--- config.mk ---
export PLATFORM = sky130hd
export DESIGN_NAME = tmbt_ram
export DESIGN_NICKNAME = d
export VERILOG_FILES = /design/src/rtl/core/tmbt_ram.sv
export SDC_FILE = /design/constraint.sdc
export NUM_CORES = 1
export LEC_CHECK = 0
export BUFFER_PORTS_ARGS = -buffer_cell sky130_fd_sc_hd__buf_2
export CAP_MARGIN = 30
export CORE_ASPECT_RATIO = 1.25
export CORE_MARGIN = 4
export CORE_UTILIZATION = 60
export CTS_CLUSTER_DIAMETER = 40
export DETAILED_ROUTE_END_ITERATION = 7
export PLACE_DENSITY = 0.88
export SLEW_MARGIN = 30
export SYNTH_ARGS = -nofsm -noshare
export SYNTH_HDL_FRONTEND = slang
export SYNTH_SLANG_ARGS = --single-unit
--- constraint.sdc ---
create_clock -name clock -period 2.5 [get_ports clock]
set_clock_uncertainty 0.05 [all_clocks]
set_input_delay 0.5 -clock clock [delete_from_list [all_inputs] [get_ports clock]]
set_output_delay 0.5 -clock clock [all_outputs]
set_load 0.1 [all_outputs]
--- src/rtl/core/tmbt_ram.sv ---
// ----------------------------------------------------------------------------
// tmbt_ram
// Generic single-write, single-read RAM with registered read data.
// ----------------------------------------------------------------------------
module tmbt_ram #(
   parameter int WIDTH = 8,
   parameter int DEPTH = 16
) (
   input  logic                     clock,
   input  logic                     we,
   input  logic [$clog2(DEPTH)-1:0] waddr,
   input  logic [WIDTH-1:0]         wdata,
   input  logic [$clog2(DEPTH)-1:0] raddr,
   output logic [WIDTH-1:0]         rdata
);

   logic [WIDTH-1:0] mem [DEPTH];

   always_ff @(posedge clock) begin
      if (we) begin
         mem[waddr] <= wdata;
      end
      rdata <= mem[raddr];
   end

endmodule

# Yosys cells after proc, flatten, opt, wreduce, memory -nomap -nowiden
# Memory sizes are Yosys's and may differ from the RTL's. A register that Yosys moved wholly into a read port is not among the register bits.
# Cells that the tools add are included.
[op_classes] n_mux=2
[op_table] cell="$mux W1" n=2
[totals] mem_count=1 output_inout_bits=8 input_bits=18 elab_cells=3 mem_bits_rw=128 register_bits=0
[mem_list] memory="mem" words=16 word_bits=8 read_ports=1 rd_clocked_by_memory_dff=1 write_ports=1 line="17" rtl="logic [WIDTH-1:0] mem [DEPTH];"

# Depth between registers and ports, before layout
# Gate-level depths: netlist of the first run.
[depth] word_depth=2 ltp_mapped=5 ltp_nobuf=3

# Worst setup path after synthesis of the first run
# OpenSTA, ideal clock, no wires.
[synth_path] path_kind="in2reg" startpoint="input port waddr[2]" endpoint="memory mem[0][0], enable pin" arrival_ns=1.610 cell_stages=2 setup_time_ns=0.383 t_required_ns=2.067 setup_slack_ns=0.457 path_buffers=0 cell_sequence="or3b_2 > nor3_1"
[synth_lines] element="start: declaration" line="11" rtl="input logic [$clog2(DEPTH)-1:0] waddr,"
[synth_lines] element="end: declaration" line="17"
# Straight into the memory's write port.

# Worst setup path in the final report of the first run
[layout_path] startpoint="register rdata[7] (read register of mem)" endpoint="output port rdata[7]"
[layout_lines] element="start: declaration" line="14" rtl="output logic [WIDTH-1:0] rdata"
# No word-level cell between the ends.

==> impl_summary.md, run 1 <==
Status
The flow ran to the end, and the final reports show no timing, DRC or antenna violations.

Clocking
The post-cts sizing count is 0. The number of hold buffers added after cts is 0. Clock-pin slew was measured on the worst setup and hold paths at 0.06 ns. TritonCTS built the clock tree. The cell at the root of the clock tree is sky130_fd_sc_hd__clkbuf_8. The clock net in this run drives a total of 136 sinks. In this run the deepest clock path goes through 2 buffers. The insertion delay of the later-clocked pin in the worst-skew pair is 0.53 ns. The number of levels the H-tree was split into is 4. The TritonCTS buffer count is 17. The number of setup buffers added after CTS is 0.

Finish
The fraction of final layout cells sized beyond drive strength 1 is 30.6%. From synthesis to final layout, the design area changed by 18.0%. In the layout the commonest cells are 128 x sky130_fd_sc_hd__edfxtp_1, 25 x sky130_fd_sc_hd__buf_2, 18 x sky130_fd_sc_hd__mux4_2. The final layout net count is 299. The finished cells cover 0.00607 mm².

The commonest non-fill, non-tap cell in the layout is sky130_fd_sc_hd__edfxtp_1. After the flow finishes, the layout carries non-filler instances totaling 392.

Route
The total DRC errors in the routed layout is 0. After detailed routing, the average wire length per cell comes to 25.8 µm. The final routed wirelength across all metal layers is 10.1 mm. The pre-antenna-repair detailed-routing pass consisted of 5 iterations. After the first detailed-routing iteration, the DRC count stood at 270. In this run the remaining antenna-violating nets after routing total 0. Dividing the detail-routed via count by the number of cells gives 6.32. The number of vias after detailed routing is 2,476.

STA
The final period utilization is 73.3%. The number of hold-slack violations in the final timing report is 0. The number of pins with negative max-slew slack in the final report was 0. Across all setup checks in the final design, the least slack found is 0.667 ns. Setup violations remaining at the end of the flow were counted as 0. The worst relative slew slack is 45.5%. The final critical path time including I/O delays and setup is 1.83 ns. The maximum clock rate is 546 MHz. Setup repair after global routing left no endpoint under its margin. At the pin with the least slew margin, the transition time is 0.814 ns. For the final routed database, the setup TNS stands at 0 ns.

Setup path
Together, buffers and inverters on the worst path number 1. The worst setup path is launched from a flop. The type of the worst setup path is reg -> out. The kind of cell with the highest combined delay on the critical path is buffers and inverters. Data arrives at the worst endpoint at 1.28 ns. The largest stage delay on the critical path is 0.43 ns. Traced cell by cell, the critical path runs through buf_2. STA puts the critical path data required time at 1.95 ns.

For this design, the slowest cell found on the critical path is sky130_fd_sc_hd__buf_2. The worst setup path is captured at an output port. The maximum net fanout on the critical path is 1.

Die
The initial utilization of the core area, before any placement, comes to 62.1%. After floorplanning, the core was divided into 37 placement rows. The number of ports placed on the die boundary is 26. The floorplan step set the die height to 112 µm. The die covers 0.0101 mm².

The total area inside the core boundary comes to 0.00829 mm². The die boundary width is 90.8 µm.

Pwr
The maximum vdd drop is 0.677 mV. The static leakage is 2.10 nW. Power spread over the standard cell area amounts to 893 mW/mm².

After layout, the design draws a total of 5.42 mW.

Synth
The per-instance average area after synthesis is 22.5 µm². Synthesis produced 229 cells. When the netlist entered floorplanning its net count stood at 247. The number of synthesized register bits is 136.

The post-synthesis cell area is 0.00515 mm². The Yosys warning count is 0. The portion of the post-synthesis area used by sequential elements is 77.8%. The number of distinct library cells after synthesis is 19.

Job
Max-cap violations in this run came to 0.

GRT
The via count of the first global-routing pass is 2,591. The first-pass GRT wire length is 15.6 mm. The combined global-route utilization of all metal layers is 22.0%.

The initial antenna violation count is 0. The remaining global-route overflow is 0. Entering global routing, the biggest net connects 33 pins.

Placement
The number of buffer cells added on primary ports is 25. The post-DP HPWL is 5.83 mm. Timing analysis after detailed placement gives a worst setup slack of 0.421 ns. The placer congestion estimate is 0.762. The instance count after placement with tap cells included is 359. The total cell area at the placement stage is 0.00547 mm².

Worst hold path
The path type of the worst min-delay path is in -> reg.
-- layout make-up --
class	count	area [µm²]
diodes	1	2.50
clock buffers	22	453
clock inverters	10	149
fillers	426	2210
multi-input cells	83	1060
flip-flops and latches	136	4000
well taps	97	121
repair buffers	43	285
-- flip-flops by register name, summed over array words and instances (netlist names) --
register and flops:
mem 128, rdata 8
-- logic make-up (layout without fill, tap and decap cells) --
family	after synthesis	after routing	synth area share, %
AOI/OAI and AO/OA	16	16	2.33
buffers and inverters	10	75	1.68
DFF	136	136	77.8
muxes	32	32	15.0
other	0	1	0
and+or+nand+nor	35	35	3.18
-- routing by layer --
layer	routed length [µm]	vias up	global-route usage, %	part of all wire, %
li1	-	1084	-	-
met1	3680	1217	27.8	36
met2	5130	146	35.0	51
met3	958	29	7.09	9.5
met4	365	0	10.2	3.6
met5	0	-	0	0
-- where the power goes --
part	total (mW)	internal, mW	switching [mW]	leakage, nW
logic	0.344	0.101	0.243	0.575
registers	2.56	2.55	0.0145	1.22
clock network	2.51	1.66	0.855	0.300
total	5.42	4.31	1.11	2.10
-- per-stage QoR --
step | hold slack [ns] | utilization [%]
6_report | 0.303 | 73.3
5_1_grt | 0.298 | 73.2
4_1_cts | 0.286 | 73.2
3_5_place_dp | 0.605 | 66.0
3_3_place_gp | 0.598 | 66.0
2_1_floorplan | 0.549 | -
-- final timing paths --
kind         startpoint   endpoint  slack [ns]  depth (start not counted)
max            rdata[7]   rdata[7]        0.67                          1
min            wdata[1]  mem[1][1]        0.30                          1
max reg2reg   mem[0][0]   rdata[0]        1.00                          3
min reg2reg  mem[13][6]   rdata[6]        0.62                          3
-- synth_stat cells --
library cell	n	share of area (%)
sky130_fd_sc_hd__nand2_1	9	0.66
sky130_fd_sc_hd__edfxtp_1	128	75
sky130_fd_sc_hd__buf_2	3	0.29
sky130_fd_sc_hd__buf_6	3	0.66
sky130_fd_sc_hd__nor2_1	13	0.95
sky130_fd_sc_hd__and2b_1	1	0.15
sky130_fd_sc_hd__nand3b_1	2	0.29
sky130_fd_sc_hd__or3b_2	1	0.17
sky130_fd_sc_hd__clkdlybuf4s25_2	3	0.58
sky130_fd_sc_hd__dfxtp_1	8	3.1
sky130_fd_sc_hd__a22oi_1	16	2.3
sky130_fd_sc_hd__mux4_2	18	7.9
sky130_fd_sc_hd__nor3_1	4	0.39
sky130_fd_sc_hd__nand2b_1	2	0.24
sky130_fd_sc_hd__and2_1	1	0.12
sky130_fd_sc_hd__nor2b_1	1	0.12
sky130_fd_sc_hd__buf_4	1	0.15
sky130_fd_sc_hd__nand3_1	1	0.097
sky130_fd_sc_hd__mux4_1	14	7.1
No activity file was read; power rests on OpenSTA's default activity.
==> run 2: changes to the inputs <==
clock period = 1.9 ns   (was 2.5 ns; I/O delays follow)
==> run 2 against run 1 <==
Compared with the run above: final area rose by 1.0%; highest routed layer unchanged; sequential cell count stayed put; critical path depth unchanged; critical path type unchanged; sequential power grew 32%.
==> impl_summary.md, run 2 (same netlist as run 1, synthesis figures left out) <==
Worst hold path
The cell count of the worst hold path is 1 (unchanged). The origin of the worst min-delay path is wdata[1]. The path type of the worst min-delay path is in -> reg.

Status
The flow ran to the end, and the final reports show no timing, DRC or antenna violations.

Finish
The fraction of final layout cells sized beyond drive strength 1 is 32.1% (+1.5 points). The commonest non-fill, non-tap cell in the layout is sky130_fd_sc_hd__edfxtp_1. More flip-flops sit in one register than any other, and that register is mem. The largest registers in the layout are mem: 128 flops, rdata: 8 flops. The combined area of the multi-input logic cells is 0.00106 mm² (+0.47%).

The flip-flop count of the largest register, all copies and words added is 128 (unchanged). The count of filler cells inserted in the layout is 436 (+2.3%). The library cells used most frequently in the layout, excluding fill and tap cells, are 128 x sky130_fd_sc_hd__edfxtp_1, 25 x sky130_fd_sc_hd__buf_2, 22 x sky130_fd_sc_hd__buf_4. The final design area excluding fillers is 0.00613 mm² (+1.0%). The area added between synthesis and finish is 19.2%. The diode insertion count for antenna repair is 0 (-1). The sequential cell area in the final layout is 0.00400 mm² (unchanged). The final core area utilization came to 74.0% (+0.75 points).

The final layout net count is 307 (+2.7%).

Placement
The total cell area at the placement stage was 0.00556 mm² (+1.6%). The placer congestion estimate is 0.750 (-1.6%). The post-DP HPWL is 6.08 mm (+4.3%). The number of buffer cells added on primary ports came to 25 (unchanged).

Route
The iteration count of the initial detailed-routing pass is 5 (unchanged). The total DRC errors in the routed layout is 0 (unchanged). The average vias per placed instance is 6.39 (+1.1%). The final routed wirelength across all metal layers is 10.0 mm (-1.3%). The post-detailed-route count of antenna-violating nets is 0 (unchanged).

The number of vias after detailed routing was 2,548 (+2.9%). The DRC violation total after the first TritonRoute iteration is 286 (+5.9%). The average wire per cell in the routed design was 25.1 µm (-3.0%).

Die
The overall die area is 0.0101 mm² (unchanged). The core footprint is 0.00829 mm² (unchanged). The number of cell rows is 37 (unchanged). The effective utilization at floorplan was 62.1% (unchanged).

The number of ports placed on the die boundary was 26 (unchanged). The die height is 112 µm (unchanged). The die boundary width came to 90.8 µm (unchanged).

Setup path
The type of the worst setup path is reg -> out. The kind of cell with the highest combined delay on the critical path is buffers and inverters. The data required time of the worst path is 1.47 ns (-0.48 ns).

The arrival time at the worst endpoint is 1.29 ns (about the same). The worst register-to-register path begins at mem[5][3]. On the critical path, the stage with the largest delay is an instance of sky130_fd_sc_hd__buf_2. STA classifies the critical path startpoint as a flop. The maximum net fanout on the critical path is 1 (unchanged). The total buffers and inverters traversed by the critical path is 1 (unchanged). The largest stage delay on the critical path came to 0.43 ns (about the same). The signal on the critical path passes through buf_2. The number of cells on the critical path is 1 (unchanged). The worst setup path is captured at an output port. The beginning of the critical path is rdata[4]. The number of cell instances on the worst register-to-register path is 3 (unchanged).

Job
The max-capacitance violation count is 0 (unchanged).

STA
The worst slack on hold paths is 0.189 ns (-0.114 ns). The final total negative setup slack was 0 ns (unchanged). The final critical path takes up 90.6% of the cycle. Setup repair after global routing left no endpoint under its margin. The final critical path time including I/O delays and setup is 1.72 ns. The number of pins with negative max-slew slack in the final report is 0 (unchanged). The worst relative slew slack is 67.4% (+22 points). The transition time at the pin with the least slew margin is 0.493 ns (-0.321 ns). The number of hold-slack violations in the final timing report came to 0 (unchanged). The total of endpoints with negative setup slack in the final report is 0 (unchanged). Based on the critical path, the design can be clocked at up to 581 MHz.

Clocking
TritonCTS built the clock tree. The post-cts sizing count was 0 (unchanged). The number of levels the H-tree was split into is 4 (unchanged).

The number of hold buffers added after cts is 0 (unchanged). CTS placed an instance of sky130_fd_sc_hd__clkbuf_8 at the clock tree root. The clock slew at the register clock pins of the worst setup and hold paths is 0.06 ns (about the same). The insertion delay of the later-clocked pin in the worst-skew pair is 0.52 ns (about the same). The number of sinks driven by the clock tree was 136 (unchanged). The number of setup buffers added after CTS is 0 (unchanged).

The buffer depth of the longest clock path is 2 (unchanged). The TritonCTS buffer count is 17 (unchanged).

GRT
The initial antenna violation count is 0 (unchanged). The first-pass GRT wire length came to 15.9 mm (+1.4%). The combined global-route utilization of all metal layers is 22.0% (about the same).

The largest net degree at the start of global routing came to 18 (-45%). The remaining global-route overflow is 0 (unchanged). The via count of the first global-routing pass came to 2,660 (+2.7%).

Pwr
The power density of the placed cells is 1140 mW/mm² (+28%). The power after layout is 7.01 mW (+29%). The maximum vdd drop came to 0.908 mV (+34%). The static leakage is 2.13 nW (+1.6%).
## run 2: cell types whose count changed in the layout (fill, tap and decap cells not counted), moves of 2 or more
cell / delta
sky130_fd_sc_hd__buf_4: +6
sky130_fd_sc_hd__clkinv_1: +3
sky130_fd_sc_hd__buf_12: +2
sky130_fd_sc_hd__clkinv_2: -2
## run 2: path summary, 6_finish.rpt
check                    end  slack, ns
hold reg to reg     rdata[4]       0.63
setup reg to reg    rdata[3]       0.51
hold / removal    mem[10][1]       0.19
setup / recovery    rdata[4]       0.18
## run 2: per-layer routing
| layer | part of all wire [%] | track usage (%) |
|---|---|---|
| met3 | 6.0 | 6.42 |
| met4 | 2.3 | 9.96 |
| met5 | 0 | 0 |
| met1 | 39 | 28.4 |
| met2 | 52 | 35.0 |
## run 2: power breakdown
part           total [mW]  leakage, nW  switching (mW)  internal (mW)
registers            3.38         1.22          0.0200           3.36
logic               0.465        0.627           0.318          0.147
clock network        3.17        0.282            1.13           2.04
## run 2: stage by stage
stage                     cells  setup WS (ns)
after floorplan             229          0.204
after global placement      367         0.0903
after detailed placement    367         0.0813
after CTS                   399          0.144
after global routing        399          0.133
final                       399          0.178
## run 2: layout make-up
class	count	share of cell area, %
Clock buffer	21	7.32
Clock inverter	11	2.08
Multi-Input combinational cell	83	17.3
Sequential cell	136	65.3
Tap cell	97	1.98
Timing Repair Buffer	51	6.04
==> run 3: changes to the inputs <==
clock period = 2.1 ns   (was 1.9 ns; I/O delays follow)
==> run 3 against run 2 <==
Compared with the run above: utilization fell by 0.88 points; die area did not move; via count fell by 1.2%; final area fell by 1.2%; global-route usage rose by 0.83 points; count of clock-buffer cells in the layout rose by 3; register-to-register slack improved by 0.10 ns; worst setup slack improved by 0.16 ns; final cell count fell by 1.5%; combinational power fell by 10%; power fell by 11%.
==> impl_summary.md, run 3 (same netlist as run 1, synthesis figures left out) <==
Setup path
The total buffers and inverters traversed by the critical path is 1 (unchanged). The maximum net fanout on the critical path is 1 (unchanged). The data required time of the worst path is 1.63 ns (+0.16 ns). The worst reg2reg path startpoint is mem[3][6].

The type of the worst setup path is reg -> out. The critical path starts at rdata[7]. The arrival time at the worst endpoint is 1.29 ns (about the same). The number of cell instances on the worst register-to-register path is 3 (unchanged). The endpoint identified for the worst register-to-register timing path is rdata[6]. The largest stage delay on the critical path is 0.43 ns (about the same). The critical path ends at rdata[7]. The kind of start point of the critical path is a flop. The reg-to-reg setup timing slack is 0.61 ns (+0.10 ns). The capturing element type of the critical path is an output port. The number of cells on the critical path came to 1 (unchanged).

The worst-path cell with the longest stage delay is sky130_fd_sc_hd__buf_2. The cell family contributing the most delay on the critical path is buffers and inverters. The critical path goes through buf_2.

Die
The die boundary width is 90.8 µm (unchanged). The die height is 112 µm (unchanged). The number of cell rows is 37 (unchanged). The core footprint is 0.00829 mm² (unchanged).

The effective utilization at floorplan was 62.1% (unchanged). The number of ports placed on the die boundary is 26 (unchanged). The overall die area is 0.0101 mm² (unchanged).

Clocking
The TritonCTS buffer count is 17 (unchanged). The number of sinks driven by the clock tree is 136 (unchanged). The number of levels the H-tree was split into came to 4 (unchanged). The number of hold buffers added after cts was 0 (unchanged). The number of setup buffers added after CTS was 0 (unchanged).

The post-cts sizing count was 0 (unchanged). TritonCTS built the clock tree. The insertion delay of the later-clocked pin in the worst-skew pair is 0.52 ns (about the same). The tree is rooted in a sky130_fd_sc_hd__clkbuf_8. The clock slew at the register clock pins of the worst setup and hold paths is 0.06 ns (about the same). The buffer depth of the longest clock path is 2 (unchanged).

STA
The number of pins with negative max-slew slack in the final report is 0 (unchanged). The worst path uses 83.9% of the clock period. Static timing analysis puts the maximum clock frequency at 568 MHz. The final total negative setup slack came to 0 ns (unchanged). The worst slack on hold paths is 0.247 ns (+0.0587 ns). The transition time at the pin with the least slew margin is 0.658 ns (+0.166 ns). The total of endpoints with negative setup slack in the final report came to 0 (unchanged). The minimum setup slack in the final design is 0.338 ns (+0.160 ns). The final critical path time including I/O delays and setup is 1.76 ns.

The number of hold-slack violations in the final timing report is 0 (unchanged). The worst relative slew slack is 56.0% (-11 points). Setup repair after global routing left no endpoint under its margin.

Finish
The final layout net count is 301 (-2.0%). In the final layout, the registers with the most flip-flops are mem: 128 flops, rdata: 8 flops. The non-filler instance count after layout is 393 (-1.5%). The diode insertion count for antenna repair is 0 (unchanged).

The register ranked first by flip-flop count is mem. The final core area utilization is 73.2% (-0.88 points). The fraction of final layout cells sized beyond drive strength 1 is 31.1% (-1.0 points). The commonest non-fill, non-tap cell in the layout is sky130_fd_sc_hd__edfxtp_1. The flip-flop count of the largest register, all copies and words added was 128 (unchanged).

The area added between synthesis and finish is 17.8%. The final design area excluding fillers is 0.00606 mm² (-1.2%). In the layout the commonest cells are 128 x sky130_fd_sc_hd__edfxtp_1, 25 x sky130_fd_sc_hd__buf_2, 18 x sky130_fd_sc_hd__mux4_2.

Route
The number of vias after detailed routing is 2,517 (-1.2%). The iteration count of the initial detailed-routing pass is 4 (-1). The total DRC errors in the routed layout is 0 (unchanged). The post-detailed-route count of antenna-violating nets is 0 (unchanged). The final routed wirelength across all metal layers is 10.5 mm (+4.9%). The average wire per cell in the routed design came to 26.7 µm (+6.5%). The DRC violation total after the first TritonRoute iteration is 202 (-29%). The average vias per placed instance is 6.40 (+0.29%).

Pwr
The static leakage is 2.09 nW (-1.9%). The power density of the placed cells came to 1040 mW/mm² (-9.5%). The maximum vdd drop is 0.741 mV (-18%).

The power after layout was 6.28 mW (-11%).

Placement
The post-DP HPWL is 6.45 mm (+6.0%). The number of buffer cells added on primary ports is 25 (unchanged). The total cell area at the placement stage is 0.00550 mm² (-1.1%). The placer congestion estimate is 0.819 (+9.1%). The post-place setup slack is 0.171 ns (+0.0893 ns). The instance count after placement with tap cells included was 361 (-1.6%).

GRT
The via count of the first global-routing pass is 2,635 (-0.94%). The remaining global-route overflow is 0 (unchanged). The largest net degree at the start of global routing is 33 (+15). The combined global-route utilization of all metal layers is 22.8% (+0.83 points). The first-pass GRT wire length came to 16.2 mm (+2.0%).

The initial antenna violation count is 0 (unchanged).

Status
The flow ran to the end, and the final reports show no timing, DRC or antenna violations.

Worst hold path
The path type of the worst min-delay path is in -> reg.

Job
The max-capacitance violation count is 0 (unchanged).
run 3: final cells by class:
type                            instances  area [µm²]
Tap cell                               97         121
Clock buffer                           24         470
Clock inverter                          8        96.3
Fill cell                             456        2220
Timing Repair Buffer                   45         313
Sequential cell                       136        4000
Multi-Input combinational cell         83        1060
run 3: worst min path at each step:
stage | from | end | slack, ns | cells past startpoint
floorplan | wdata[0] | mem[0][0] | 0.47 | 0
global placement | mem[15][2] | rdata[2] | 0.60 | 3
detailed placement | mem[14][2] | rdata[2] | 0.62 | 3
CTS | wdata[6] | mem[6][6] | 0.21 | 1
global route | wdata[5] | mem[9][5] | 0.23 | 1
finish | wdata[7] | mem[3][7] | 0.25 | 1
run 3: power breakdown:
group / internal (mW) / switching [mW] / leakage [nW]
logic: 0.126 / 0.292 / 0.590
registers: 3.04 / 0.0186 / 1.22
clock network: 1.78 / 1.03 / 0.279
run 3: routing by layer:
metal	share of wire (%)	track usage (%)	up-vias
li1	-	-	1084
met1	37	28.7	1276
met2	54	37.7	147
met3	7.9	5.74	10
met4	1.3	10.6	0
met5	0	0	-
